$ cat src/hdl/psg_pkg.sv
package psg_pkg;

   localparam int ID_W       = 10;
   localparam int SEG_W      = 10;
   localparam int CNT_W      = 11;
   localparam int LEN_W      = 32;
   localparam int CSR_IDX_W  = 4;
   localparam int CSR_DATA_W = 32;

   localparam logic [CSR_IDX_W-1:0] CSR_LENGTH_LIMIT = 4'd0;
   localparam logic [CSR_IDX_W-1:0] CSR_NODE_LIMIT   = 4'd1;

   localparam logic [LEN_W-1:0] LENGTH_LIMIT_RST = 32'hFFFF_FFFF;
   localparam logic [CNT_W-1:0] NODE_LIMIT_RST   = 11'd32;

endpackage

$ cat src/hdl/psg_if.sv
interface psg_req_if #(parameter int COORD_BITS = 16);
   logic                       valid;
   logic                       ready;
   logic [psg_pkg::ID_W-1:0]   node_id;
   logic [COORD_BITS-1:0]      pos_x;
   logic [COORD_BITS-1:0]      pos_y;
   logic                       path_end;

   modport source (output valid, node_id, pos_x, pos_y, path_end, input ready);
   modport sink   (input valid, node_id, pos_x, pos_y, path_end, output ready);
endinterface

interface psg_rsp_if;
   logic                        valid;
   logic                        ready;
   logic [psg_pkg::SEG_W-1:0]   segment_id;
   logic [psg_pkg::ID_W-1:0]    first_node;
   logic [psg_pkg::ID_W-1:0]    final_node;
   logic [psg_pkg::CNT_W-1:0]   node_count;
   logic [psg_pkg::LEN_W-1:0]   segment_length;

   modport source (output valid, segment_id, first_node, final_node, node_count,
                   segment_length, input ready);
   modport sink   (input valid, segment_id, first_node, final_node, node_count,
                   segment_length, output ready);
endinterface

interface psg_csr_if;
   logic                             valid;
   logic                             ready;
   logic [psg_pkg::CSR_IDX_W-1:0]    index;
   logic [psg_pkg::CSR_DATA_W-1:0]   data;

   modport source (output valid, index, data, input ready);
   modport sink   (input valid, index, data, output ready);
endinterface

$ cat src/hdl/psg_sqrt.sv
module psg_sqrt #(
   parameter int RAD_W = 41
) (
   input  logic                          clock,
   input  logic                          reset,
   input  logic                          start,
   input  logic [RAD_W-1:0]              radicand,
   output logic                          done,
   output logic [(RAD_W+1)/2-1:0]        root
);

   localparam int RES_W = (RAD_W + 1) / 2;
   localparam int PAD_W = 2 * RES_W;
   localparam int CNT_W = $clog2(RES_W + 1);

   logic [PAD_W-1:0] rad_ff;
   logic [RES_W:0]   rem_ff;
   logic [RES_W-1:0] root_ff;
   logic [CNT_W-1:0] cnt_ff;
   logic             busy_ff;
   logic             done_ff;

   logic [RES_W+1:0] rem_sh;
   logic [RES_W+1:0] trial;
   logic             fits;

   assign rem_sh = {rem_ff[RES_W-1:0], rad_ff[PAD_W-1 -: 2]};
   assign trial  = {root_ff, 2'b01};
   assign fits   = rem_sh >= trial;

   always_ff @(posedge clock) begin
      if (reset) begin
         busy_ff <= 1'b0;
         done_ff <= 1'b0;
         cnt_ff  <= '0;
      end else begin
         done_ff <= 1'b0;
         if (start) begin
            rad_ff  <= PAD_W'(radicand);
            rem_ff  <= '0;
            root_ff <= '0;
            cnt_ff  <= CNT_W'(RES_W);
            busy_ff <= 1'b1;
         end else if (busy_ff) begin
            rad_ff <= {rad_ff[PAD_W-3:0], 2'b00};
            if (fits) begin
               rem_ff  <= (RES_W+1)'(rem_sh - trial);
               root_ff <= {root_ff[RES_W-2:0], 1'b1};
            end else begin
               rem_ff  <= rem_sh[RES_W:0];
               root_ff <= {root_ff[RES_W-2:0], 1'b0};
            end
            cnt_ff <= cnt_ff - 1'b1;
            if (cnt_ff == CNT_W'(1)) begin
               busy_ff <= 1'b0;
               done_ff <= 1'b1;
            end
         end
      end
   end

   assign done = done_ff;
   assign root = root_ff;

endmodule

$ cat src/hdl/path_length_segmenter_top.sv
// channel | role   | payload
// req_ch  | sink   | node_id, pos_x, pos_y, path_end
// rsp_ch  | source | segment_id, first_node, final_node, node_count, segment_length
// csr_ch  | sink   | index, data (0: length_limit, 1: node_limit)
//
// Each node goes through these steps in order: accept, two passes through the
// shared squarer, one root bit per cycle from the square-root unit, then the
// segment update. The first node of a path skips the squarer and the root.
// Synchronous reset clears the path state and restores the register defaults.
// req_ch.ready is low while a node is in work; a held result stalls only the update.
module path_length_segmenter_top #(
   parameter int MAX_NODES  = 1024,
   parameter int COORD_BITS = 16
) (
   input  logic            clock,
   input  logic            reset,
   psg_req_if.sink         req_ch,
   psg_rsp_if.source       rsp_ch,
   psg_csr_if.sink         csr_ch
);

   localparam int ID_W   = psg_pkg::ID_W;
   localparam int SEG_W  = psg_pkg::SEG_W;
   localparam int CNT_W  = psg_pkg::CNT_W;
   localparam int LEN_W  = psg_pkg::LEN_W;
   localparam int SUM_W  = 2 * COORD_BITS + 1;
   localparam int RAD_W  = SUM_W + 8;
   localparam int RES_W  = (RAD_W + 1) / 2;
   localparam int CLAMP  = (MAX_NODES > 2047) ? 2047 : MAX_NODES;
   localparam logic [CNT_W-1:0] NODE_CLAMP = CNT_W'(CLAMP);

   typedef enum logic [2:0] {
      ST_IDLE,
      ST_SQ_X,
      ST_SQ_Y,
      ST_ROOT,
      ST_DECIDE
   } state_type;

   state_type             state_ff;
   logic [LEN_W-1:0]      len_limit_ff;
   logic [CNT_W-1:0]      node_limit_ff;

   logic                  path_open_ff;
   logic [COORD_BITS-1:0] prev_x_ff;
   logic [COORD_BITS-1:0] prev_y_ff;
   logic [ID_W-1:0]       prev_node_ff;
   logic [ID_W-1:0]       start_node_ff;
   logic [LEN_W-1:0]      run_length_ff;
   logic [CNT_W-1:0]      run_count_ff;
   logic [SEG_W-1:0]      emitted_ff;

   logic [ID_W-1:0]       id_ff;
   logic [COORD_BITS-1:0] x_ff;
   logic [COORD_BITS-1:0] y_ff;
   logic                  end_ff;
   logic [COORD_BITS-1:0] dx_ff;
   logic [COORD_BITS-1:0] dy_ff;
   logic [SUM_W-1:0]      acc_ff;
   logic [RES_W-1:0]      hop_ff;

   logic                  rsp_valid_ff;
   logic [SEG_W-1:0]      rsp_seg_ff;
   logic [ID_W-1:0]       rsp_first_ff;
   logic [ID_W-1:0]       rsp_final_ff;
   logic [CNT_W-1:0]      rsp_count_ff;
   logic [LEN_W-1:0]      rsp_len_ff;

   logic [COORD_BITS-1:0]   dx_in;
   logic [COORD_BITS-1:0]   dy_in;
   logic [COORD_BITS-1:0]   mul_op;
   logic [2*COORD_BITS-1:0] prod;
   logic [SUM_W-1:0]        acc_in;
   logic                    sq_start;
   logic                    sq_done;
   logic [RES_W-1:0]        sq_root;

   logic [LEN_W:0]        len_cand;
   logic [LEN_W-1:0]      len_sat;
   logic [CNT_W:0]        cnt_cand;
   logic [CNT_W-1:0]      lim;
   logic                  cut;
   logic                  emit_cut;
   logic                  emit_last;
   logic                  emit;
   logic                  out_free;
   logic                  rsp_load;
   logic                  req_take;

   assign req_ch.ready = (state_ff == ST_IDLE);
   assign req_take     = req_ch.valid && req_ch.ready;
   assign csr_ch.ready = 1'b1;

   assign dx_in = (req_ch.pos_x >= prev_x_ff) ? req_ch.pos_x - prev_x_ff
                                              : prev_x_ff - req_ch.pos_x;
   assign dy_in = (req_ch.pos_y >= prev_y_ff) ? req_ch.pos_y - prev_y_ff
                                              : prev_y_ff - req_ch.pos_y;

   assign mul_op   = (state_ff == ST_SQ_X) ? dx_ff : dy_ff;
   assign prod     = mul_op * mul_op;
   assign acc_in   = ((state_ff == ST_SQ_X) ? '0 : acc_ff) + SUM_W'(prod);
   assign sq_start = (state_ff == ST_SQ_Y);

   psg_sqrt #(.RAD_W(RAD_W)) u_sqrt (
      .clock    (clock),
      .reset    (reset),
      .start    (sq_start),
      .radicand ({acc_in, 8'b0}),
      .done     (sq_done),
      .root     (sq_root)
   );

   assign len_cand  = {1'b0, run_length_ff} + (LEN_W+1)'(hop_ff);
   assign len_sat   = len_cand[LEN_W] ? '1 : len_cand[LEN_W-1:0];
   assign cnt_cand  = {1'b0, run_count_ff} + 1'b1;
   assign lim       = (node_limit_ff > NODE_CLAMP) ? NODE_CLAMP : node_limit_ff;
   assign cut       = (len_sat > len_limit_ff) || (cnt_cand > {1'b0, lim});
   assign emit_cut  = path_open_ff && cut && (run_count_ff >= CNT_W'(2));
   assign emit_last = end_ff && path_open_ff && !cut;
   assign emit      = emit_cut || emit_last;
   assign out_free  = !rsp_valid_ff || rsp_ch.ready;
   assign rsp_load  = (state_ff == ST_DECIDE) && emit && out_free;

   always_ff @(posedge clock) begin
      if (reset) begin
         state_ff      <= ST_IDLE;
         len_limit_ff  <= psg_pkg::LENGTH_LIMIT_RST;
         node_limit_ff <= psg_pkg::NODE_LIMIT_RST;
         path_open_ff  <= 1'b0;
         prev_x_ff     <= '0;
         prev_y_ff     <= '0;
         prev_node_ff  <= '0;
         start_node_ff <= '0;
         run_length_ff <= '0;
         run_count_ff  <= '0;
         emitted_ff    <= '0;
         rsp_valid_ff  <= 1'b0;
      end else begin
         if (csr_ch.valid) begin
            unique case (csr_ch.index)
               psg_pkg::CSR_LENGTH_LIMIT: len_limit_ff  <= csr_ch.data[LEN_W-1:0];
               psg_pkg::CSR_NODE_LIMIT:   node_limit_ff <= csr_ch.data[CNT_W-1:0];
               default: ;
            endcase
         end

         rsp_valid_ff <= rsp_load || (rsp_valid_ff && !rsp_ch.ready);

         unique case (state_ff)
            ST_IDLE: begin
               if (req_take) begin
                  id_ff    <= req_ch.node_id;
                  x_ff     <= req_ch.pos_x;
                  y_ff     <= req_ch.pos_y;
                  end_ff   <= req_ch.path_end;
                  dx_ff    <= dx_in;
                  dy_ff    <= dy_in;
                  state_ff <= path_open_ff ? ST_SQ_X : ST_DECIDE;
               end
            end
            ST_SQ_X: begin
               acc_ff   <= acc_in;
               state_ff <= ST_SQ_Y;
            end
            ST_SQ_Y: begin
               state_ff <= ST_ROOT;
            end
            ST_ROOT: begin
               if (sq_done) begin
                  hop_ff   <= sq_root;
                  state_ff <= ST_DECIDE;
               end
            end
            ST_DECIDE: begin
               if (!emit || out_free) begin
                  if (emit) begin
                     rsp_seg_ff   <= emitted_ff;
                     rsp_first_ff <= start_node_ff;
                     rsp_final_ff <= emit_cut ? prev_node_ff : id_ff;
                     rsp_count_ff <= emit_cut ? run_count_ff : cnt_cand[CNT_W-1:0];
                     rsp_len_ff   <= emit_cut ? run_length_ff : len_sat;
                  end
                  if (end_ff) begin
                     path_open_ff  <= 1'b0;
                     prev_x_ff     <= '0;
                     prev_y_ff     <= '0;
                     prev_node_ff  <= '0;
                     start_node_ff <= '0;
                     run_length_ff <= '0;
                     run_count_ff  <= '0;
                     emitted_ff    <= '0;
                  end else begin
                     prev_x_ff    <= x_ff;
                     prev_y_ff    <= y_ff;
                     prev_node_ff <= id_ff;
                     if (!path_open_ff) begin
                        path_open_ff  <= 1'b1;
                        start_node_ff <= id_ff;
                        run_length_ff <= '0;
                        run_count_ff  <= CNT_W'(1);
                        emitted_ff    <= '0;
                     end else if (cut) begin
                        start_node_ff <= id_ff;
                        run_length_ff <= '0;
                        run_count_ff  <= CNT_W'(1);
                        emitted_ff    <= emitted_ff + SEG_W'(emit_cut);
                     end else begin
                        run_length_ff <= len_sat;
                        run_count_ff  <= cnt_cand[CNT_W-1:0];
                     end
                  end
                  state_ff <= ST_IDLE;
               end
            end
            default: state_ff <= ST_IDLE;
         endcase
      end
   end

   assign rsp_ch.valid          = rsp_valid_ff;
   assign rsp_ch.segment_id     = rsp_seg_ff;
   assign rsp_ch.first_node     = rsp_first_ff;
   assign rsp_ch.final_node     = rsp_final_ff;
   assign rsp_ch.node_count     = rsp_count_ff;
   assign rsp_ch.segment_length = rsp_len_ff;

endmodule
$ cat src/flat_wrapper.sv
// flat-port wrapper written by rule: the top's interface ports become plain ports
module path_length_segmenter_top_flat 
#(
   parameter int MAX_NODES  = 1024,
   parameter int COORD_BITS = 16
)
  (clock, reset, req_ch_valid, req_ch_node_id, req_ch_pos_x, req_ch_pos_y, req_ch_path_end, req_ch_ready, rsp_ch_valid, rsp_ch_segment_id, rsp_ch_first_node, rsp_ch_final_node, rsp_ch_node_count, rsp_ch_segment_length, rsp_ch_ready, csr_ch_valid, csr_ch_index, csr_ch_data, csr_ch_ready);
  psg_req_if #(.COORD_BITS(COORD_BITS)) req_ch_i ();
  psg_rsp_if rsp_ch_i ();
  psg_csr_if csr_ch_i ();
  input  logic clock;
  input  logic reset;
  input wire logic [$bits(req_ch_i.valid)-1:0] req_ch_valid;
  input wire logic [$bits(req_ch_i.node_id)-1:0] req_ch_node_id;
  input wire logic [$bits(req_ch_i.pos_x)-1:0] req_ch_pos_x;
  input wire logic [$bits(req_ch_i.pos_y)-1:0] req_ch_pos_y;
  input wire logic [$bits(req_ch_i.path_end)-1:0] req_ch_path_end;
  output wire logic [$bits(req_ch_i.ready)-1:0] req_ch_ready;
  output wire logic [$bits(rsp_ch_i.valid)-1:0] rsp_ch_valid;
  output wire logic [$bits(rsp_ch_i.segment_id)-1:0] rsp_ch_segment_id;
  output wire logic [$bits(rsp_ch_i.first_node)-1:0] rsp_ch_first_node;
  output wire logic [$bits(rsp_ch_i.final_node)-1:0] rsp_ch_final_node;
  output wire logic [$bits(rsp_ch_i.node_count)-1:0] rsp_ch_node_count;
  output wire logic [$bits(rsp_ch_i.segment_length)-1:0] rsp_ch_segment_length;
  input wire logic [$bits(rsp_ch_i.ready)-1:0] rsp_ch_ready;
  input wire logic [$bits(csr_ch_i.valid)-1:0] csr_ch_valid;
  input wire logic [$bits(csr_ch_i.index)-1:0] csr_ch_index;
  input wire logic [$bits(csr_ch_i.data)-1:0] csr_ch_data;
  output wire logic [$bits(csr_ch_i.ready)-1:0] csr_ch_ready;
  assign req_ch_i.valid = req_ch_valid;
  assign req_ch_i.node_id = req_ch_node_id;
  assign req_ch_i.pos_x = req_ch_pos_x;
  assign req_ch_i.pos_y = req_ch_pos_y;
  assign req_ch_i.path_end = req_ch_path_end;
  assign req_ch_ready = req_ch_i.ready;
  assign rsp_ch_valid = rsp_ch_i.valid;
  assign rsp_ch_segment_id = rsp_ch_i.segment_id;
  assign rsp_ch_first_node = rsp_ch_i.first_node;
  assign rsp_ch_final_node = rsp_ch_i.final_node;
  assign rsp_ch_node_count = rsp_ch_i.node_count;
  assign rsp_ch_segment_length = rsp_ch_i.segment_length;
  assign rsp_ch_i.ready = rsp_ch_ready;
  assign csr_ch_i.valid = csr_ch_valid;
  assign csr_ch_i.index = csr_ch_index;
  assign csr_ch_i.data = csr_ch_data;
  assign csr_ch_ready = csr_ch_i.ready;
  path_length_segmenter_top #(.MAX_NODES(MAX_NODES), .COORD_BITS(COORD_BITS)) u_core (.clock(clock), .reset(reset), .req_ch(req_ch_i), .rsp_ch(rsp_ch_i), .csr_ch(csr_ch_i));
endmodule
$ cat config.mk
export PLATFORM = sky130hd
export DESIGN_NAME = path_length_segmenter_top_flat
export DESIGN_NICKNAME = d
export VERILOG_FILES = /design/src/hdl/psg_pkg.sv /design/src/hdl/psg_if.sv /design/src/hdl/psg_sqrt.sv /design/src/hdl/path_length_segmenter_top.sv /design/src/flat_wrapper.sv
export SDC_FILE = /design/constraint.sdc
export NUM_CORES = 1
export LEC_CHECK = 0
export BUFFER_PORTS_ARGS = -buffer_cell sky130_fd_sc_hd__buf_2
export CORE_MARGIN = 4
export CORE_UTILIZATION = 50
export DETAILED_ROUTE_END_ITERATION = 12
export PLACE_DENSITY = 0.78
export REMOVE_ABC_BUFFERS = 1
export SETUP_SLACK_MARGIN = 0.15
export SYNTH_ARGS = -nofsm -noshare
export SYNTH_HDL_FRONTEND = slang
export SYNTH_SLANG_ARGS = --single-unit
$ cat constraint.sdc
create_clock -name clock -period 10.6 [get_ports clock]
set_input_delay 0.53 -clock clock [delete_from_list [all_inputs] [get_ports clock]]
set_output_delay 0.53 -clock clock [all_outputs]
set_load 0.01 [all_outputs]
Word-level counts from Yosys, hierarchy flattened
Index checks and enable logic that the tools add are counted.
Word-level totals
  output and inout bits: 76
  logic and storage cells: 137
  input bits: 84
  flip-flop bits (word level): 444
Cells by class
  $add $sub $neg: 10
  multipliers: 1
  bitwise operators: 2
  equal/unequal tests: 10
  order comparisons: 7
  reductions and logical operators: 32
  muxes and demuxes: 42
Operators with widths (count)
  2-to-1 mux 32 bit: 5
  2-to-1 mux 10 bit: 8
  2-to-1 mux 16 bit: 5
  subtractor 16 bit: 4
  2-to-1 mux 21 bit: 3
  2-to-1 mux 11 bit: 5
  2-to-1 mux 42 bit: 1
  2-to-1 mux 41 bit: 1
  adder 32 x 21 -> 33 bit: 1
  adder 33 x 32 -> 33 bit: 1
  2-to-1 mux 33 bit: 1
  greater-or-equal comparator 16 bit: 2
  greater-than comparator 32 bit: 1
  multiplier 16 x 16 -> 32 bit: 1
  greater-or-equal comparator 23 bit: 1
  subtractor 21 bit: 1
  one-hot mux 3 bit (5 select lines): 1
  adder 11 x 1 -> 12 bit (second input constant): 1
  greater-than comparator 12 x 11 -> 1 bit: 1
  2-to-1 mux 3 bit: 4
  AND reduction 3 bit: 4
  greater-or-equal comparator 11 x 2 -> 1 bit (second input constant): 1
  greater-than comparator 11 bit (second input constant): 1
  adder 10 x 1 -> 10 bit: 1
  other kinds (21): 49

Depth between registers and ports, before layout
  depth after elaboration: 11
  gate-level depth with buffers: 31
  mapped depth without buffers: 29

Cells and area by module
A second synthesis with hierarchy kept.
Second synthesis, totals
  cells, all modules: 3364
  area, all modules: 32214.6 um2
Modules (own cells, without submodules)
  path_length_segmenter_top: cells each 2889, area an instance 27003.4 um2, instances 1, sequential area each 9128.8 um2
  psg_sqrt: cells each 475, area an instance 5211.2 um2, instances 1, sequential area each 2662.6 um2

Least setup slack after synthesis
OpenSTA, ideal clock, no wires.
  path kind: register to register
  start point: register u_core.hop_ff[0]
  end point: register u_core.rsp_final_ff[0], in the netlist u_core.rsp_ch.final_node[0] (enable)
  path slack: 0.329 ns
  arrival: 9.677 ns
  stages on the path, launching flop included: 23
  period minus slack after synthesis: 10.271 ns
  cell sequence: edfxtp_1 -> ha_1 -> fa_1 -> a21o_1 -> a21oi_2 -> o21ai_0 -> and3_1 -> o31ai_4 -> o211ai_2 -> nand3_1 -> nor2_1 -> or3_1 -> ha_1 -> nand4_1 -> nor4_1 -> o41ai_2 -> a22o_1 -> nand2_1 -> nand3_1 -> inv_1 -> a31o_2 -> nand2_1 -> nor3_1
On the way
  word-level cells in the longest chain between the ends: 10
Ends and longest elaborated chain
  start: declaration: line path_length_segmenter_top.sv:60  | logic [RES_W-1:0] hop_ff;
  start signal: assignment: line path_length_segmenter_top.sv:170  | hop_ff <= sq_root;
  adder 32 x 21 -> 33 bit *: line path_length_segmenter_top.sv:113  | assign len_cand = {1'b0, run_length_ff} + (LEN_W+1)'(hop_ff);
  2-to-1 mux 32 bit *: line path_length_segmenter_top.sv:114  | assign len_sat = len_cand[LEN_W] ? '1 : len_cand[LEN_W-1:0];
  greater-than comparator 32 bit *: line path_length_segmenter_top.sv:117  | assign cut = (len_sat > len_limit_ff) || (cnt_cand > {1'b0, lim});
  logical OR 1 bit *: line path_length_segmenter_top.sv:117
  logical AND 1 bit / zero test 1 bit (equally long branches): line path_length_segmenter_top.sv:118, path_length_segmenter_top.sv:119
  logical AND 1 bit (on tied branches): line path_length_segmenter_top.sv:118, path_length_segmenter_top.sv:119
  logical OR 1 bit *: line path_length_segmenter_top.sv:120  | assign emit = emit_cut || emit_last;
  zero test 1 bit: line path_length_segmenter_top.sv:175  | if (!emit || out_free) begin
  logical OR 1 bit: line path_length_segmenter_top.sv:175
  AND reduction 4 bit (no source line) *
  end signal: assignment: line path_length_segmenter_top.sv:179  | rsp_final_ff <= emit_cut ? prev_node_ff : id_ff;
  end: declaration: line path_length_segmenter_top.sv:65  | logic [ID_W-1:0] rsp_final_ff;
Every way passes the cells marked *; elsewhere a longest branch is shown, timed or not.
A chain may end at the register's enable or synchronous reset.

Final worst setup path
  start point: register u_core.state_ff[2]
  end point: register u_core.u_sqrt.rad_ff[37], data pin
On the way
  word-level cells in the longest chain between the ends: 5
Ends and longest elaborated chain
  start: declaration: line path_length_segmenter_top.sv:40  | state_type state_ff;
  start signal: assignment: line path_length_segmenter_top.sv:158  | state_ff <= path_open_ff ? ST_SQ_X : ST_DECIDE;
  equality test 3 x 1 -> 1 bit *: line path_length_segmenter_top.sv:99, path_length_segmenter_top.sv:101
  2-to-1 mux 16 bit: line path_length_segmenter_top.sv:99  | assign mul_op = (state_ff == ST_SQ_X) ? dx_ff : dy_ff;
  multiplier 16 x 16 -> 32 bit: line path_length_segmenter_top.sv:100  | assign prod = mul_op * mul_op;
  adder 33 x 32 -> 33 bit *: line path_length_segmenter_top.sv:101  | assign acc_in = ((state_ff == ST_SQ_X) ? '0 : acc_ff) + SUM_W'(prod);
  net u_core.acc_in[29]: line path_length_segmenter_top.sv:73  | logic [SUM_W-1:0] acc_in;
  2-to-1 mux 41 bit *: line psg_sqrt.sv:38  | if (start) begin
  end signal: assignment: line psg_sqrt.sv:39  | rad_ff <= PAD_W'(radicand);
  end signal: assignment: line psg_sqrt.sv:45  | rad_ff <= {rad_ff[PAD_W-3:0], 2'b00};
  end: declaration: line psg_sqrt.sv:16  | logic [PAD_W-1:0] rad_ff;
Mark *: on every way through the listed nets, which the timed path passes. The rest lies on a longest branch.

==> run_results.csv <==
group,metric,value,unit
final_layout,n_fill_cell,5303,
yosys,avgSynthCellArea,9.67,um^2
yosys,async_reset_ff_share,0,%
final_layout,syn_to_final_growth,10.2,%
clock_network,clock_latency,0.61,ns
sta,post-route-period-util,80.3,%
floorplanning,start_util,50.6,%
clock_network,clkSinkCount,438,
final_layout,drive_gt1_share,9.80,%
sta,fin_crit,8.51,ns
final_layout,final_area,0.0345,mm^2
clock_network,cts_hold_buf,0,
route,drtIter0Drc,1783,
yosys,synth_flop_cell,"edfxtp_1",
yosys,synthAdderAreaFrac,23.1,%
route,vias,22800,
yosys,synth-simple-area-share,13.5,%
setup_path,endpoint_kind,"flip-flop",
run,cap_viol_max_count,0,
final_layout,multi_input_area,0.0174,mm^2
final_layout,regArea,0.0116,mm^2
route,wl,70900,um
setup_path,cp-start-kind,"flip-flop",
sta,slew_viol_final,0,
route,drc_errors,0,
floorplanning,dieHeight,258,um
clock_network,clk_pin_slew,0.06,ns
floorplanning,rows,91,
global_routing,first_global_vias,22800,
yosys,synth_top_family_by_area,"adder cells",
sta,slew_headroom,23.9,%
clock_network,h-tree-depth,2,
yosys,syn_inst,3239,
clock_network,cts_tree,"yes",
yosys,synth_mux_area_share,3.00,%
floorplanning,die-area,0.0667,mm^2
min_path,hp-class,"in -> reg",
sta,setup_slack,2.09,ns
floorplanning,core,0.0618,mm^2
setup_path,required,10.93,ns
floorplanning,io-pin-count,160,
clock_network,cts_resized,0,
yosys,synth-warning-count,0,
global_routing,overflow,0,
sta,setup_viol,0,
yosys,synth_cell_types,88,
setup_path,critPathArrivalTime,8.84,ns
route,via_per_inst,5.41,
place,dpl.hpwl,52800,um
place,post-place-ws,2.14,ns
yosys,syn_area,0.0313,mm^2
route,routedWlPerCell,16.8,um
yosys,synth_edf_count,278,
global_routing,track_usage,21.1,%
sta,worst_pin_slew,1.14,ns
clock_network,numCtsBuffers,49,
yosys,seq_area_frac_synth,36.9,%
sta,fin_tns_setup,0,ns
route,antenna_left,0,
clock_network,cts-root-buf,"clkbuf_16",
sta,hold_viol,0,
global_routing,grt_max_degree,79,
yosys,ys_seq_elements,438,
clock_network,postCtsSetupRepairBufs,0,
global_routing,antenna_found_initial,1,
sta,max_freq,118,MHz
floorplanning,die_x,258,um
setup_path,critical_path_peak_fanout,11,
sta,finClkSkew,0.0370,ns
status,status,"complete, no violations",
global_routing,grt_pass1_wl,117000,um
sta,grt_setup_unrepaired,"false",
route,dr.pass1.iters,5,
place,numPortBuffers,158,
yosys,synth-compound-area-share,12.2,%
place,placed_area,0.0328,mm^2
yosys,synth-xor-area-share,3.47,%
clock_network,clk_path_buf_depth,3,
place,finalWeightedCongestion,0.936,
setup_path,worstSetupPathType,"reg -> reg",
final_layout,nNetsFinal,3879,
## logic make-up (layout without fill, tap and decap cells)
logic type,Yosys count,in the layout
adder cells (fa/ha/maj),457,457
AND/OR/NAND/NOR,926,926
buffers and inverters,627,767
flip-flops,438,438
AO/OA/AOI/OAI,575,575
XOR/XNOR,124,124
multiplexers,91,91
other,1,2
## layout make-up
type | count | area share (%)
Clock inverter | 27 | 0.943
Tap cell | 837 | 3.04
Sequential cell | 438 | 33.5
Inverter | 491 | 5.34
Antenna cell | 1 | 0.00725
Timing Repair Buffer | 184 | 2.86
Clock buffer | 65 | 3.99
Multi-Input combinational cell | 2174 | 50.3
## registers in the layout (all words and copies together) (netlist names), 16 cells and up
| signal | flops |
|---|---|
| u_core.len_limit_ff | 32 |
| u_core.prev_x_ff | 16 |
| u_core.dy_ff | 16 |
| u_core.u_sqrt.rem_ff | 21 |
| u_core.u_sqrt.rad_ff | 34 |
| u_core.hop_ff | 21 |
| u_core.dx_ff | 16 |
| u_core.prev_y_ff | 16 |
| u_core.y_ff | 16 |
| u_core.x_ff | 16 |
| u_core.run_length_ff | 32 |
| u_core.rsp_ch.segment_length | 32 |
| u_core.acc_ff | 33 |
| u_core.u_sqrt.root | 21 |
## synth_stat cells, types with 5 or more instances
library cell,n,area share [%]
inv_1,486,5.8
nand2_1,370,4.4
edfxtp_1,278,27
nor2_1,260,3.1
ha_1,254,10
fa_1,203,13
a21oi_1,195,3.1
dfxtp_1,160,10
clkbuf_1,85,1.0
xnor2_1,80,2.2
o21ai_0,74,1.2
mux2i_1,69,2.2
a21o_1,67,1.6
xor2_1,44,1.2
a31oi_1,43,0.86
nand3_1,39,0.62
nor2b_1,39,0.78
nand3b_1,38,0.91
nor3_1,38,0.61
a211o_1,33,0.92
buf_2,32,0.51
and2_1,31,0.62
nand2b_1,25,0.50
nand4_1,24,0.48
and3_1,22,0.44
mux2_2,22,0.79
a22o_1,21,0.59
o21bai_1,16,0.38
o21a_1,13,0.31
a311oi_1,12,0.34
o211ai_1,12,0.29
a211oi_1,11,0.26
or2_2,11,0.22
o31ai_1,9,0.22
buf_4,8,0.19
a41oi_1,7,0.20
buf_1,7,0.084
o22ai_1,7,0.14
or3_1,7,0.14
nor4_1,5,0.10
## placed cells by master (no fill, tap or decap), drive strengths merged, types with 13 or more instances in the layout
cell and instances:
nand4 25, and2 33, inv 491, clkbuf 65
nand2 370, nand3 42, clkinv 20, xnor2 80
mux2 22, nand3b 38, a21oi 196, a31oi 44
nand2b 25, nor2b 39, buf 184, a21o 67
dfxtp 160, o21ai 78, fa 203, nor3 38
mux2i 69, nor2 262, and3 23, a22o 21
a211o 33, xor2 44, edfxtp 278, o21a 13
ha 254, o21bai 16, o211ai 14
## layer usage
metal | vias up | global-route usage (%) | routed length [um]
met4 | 0 | 5.35 | 1730
met5 | - | 0 | 0
met1 | 10900 | 29.6 | 31700
met2 | 674 | 35.0 | 33700
li1 | 11100 | - | -
met3 | 119 | 2.76 | 3810
## worst paths after layout
path	from	to	slack (ns)	depth (start not counted)
worst min-delay path	req_ch_node_id[6]	u_core.id_ff[6]	0.11	1
worst max register to register	u_core.state_ff[2]	u_core.u_sqrt.rad_ff[37]	2.09	25
worst min register to register	u_core.u_sqrt.root[1]	u_core.hop_ff[1]	0.43	0
worst max-delay path	u_core.state_ff[2]	u_core.u_sqrt.rad_ff[37]	2.09	25
## per-stage QoR
step | hold WS, ns | instances | util, %
3_3_place_gp | 0.409 | 4124 | 53.1
6_report | 0.109 | 4217 | 55.8
4_1_cts | 0.0827 | 4216 | 55.8
5_1_grt | 0.0845 | 4217 | 55.8
2_1_floorplan | 0.408 | 3103 | -
3_5_place_dp | 0.419 | 4124 | 53.1
## critical path, cell delays in order, from the launching register on
cell      delay (ns)
dfxtp_1         0.45
nor2_1          0.08
nand2_1         0.39
mux2i_1         0.81
inv_1           0.52
nand2_1         0.27
inv_1           0.08
fa_1            0.54
inv_1           0.05
fa_1            0.47
fa_1            0.50
fa_1            0.49
inv_1           0.06
fa_1            0.50
fa_1            0.49
ha_1            0.40
a21oi_1         0.15
o21ai_0         0.09
a21o_1          0.18
o31a_1          0.29
o211ai_1        0.28
a21oi_1         0.20
a221o_1         0.36
a21o_1          0.19
xor2_1          0.14
mux2_2          0.26
Power is not shown: default switching activity piles up to over one toggle a cycle in this logic, so the estimate is an artifact.
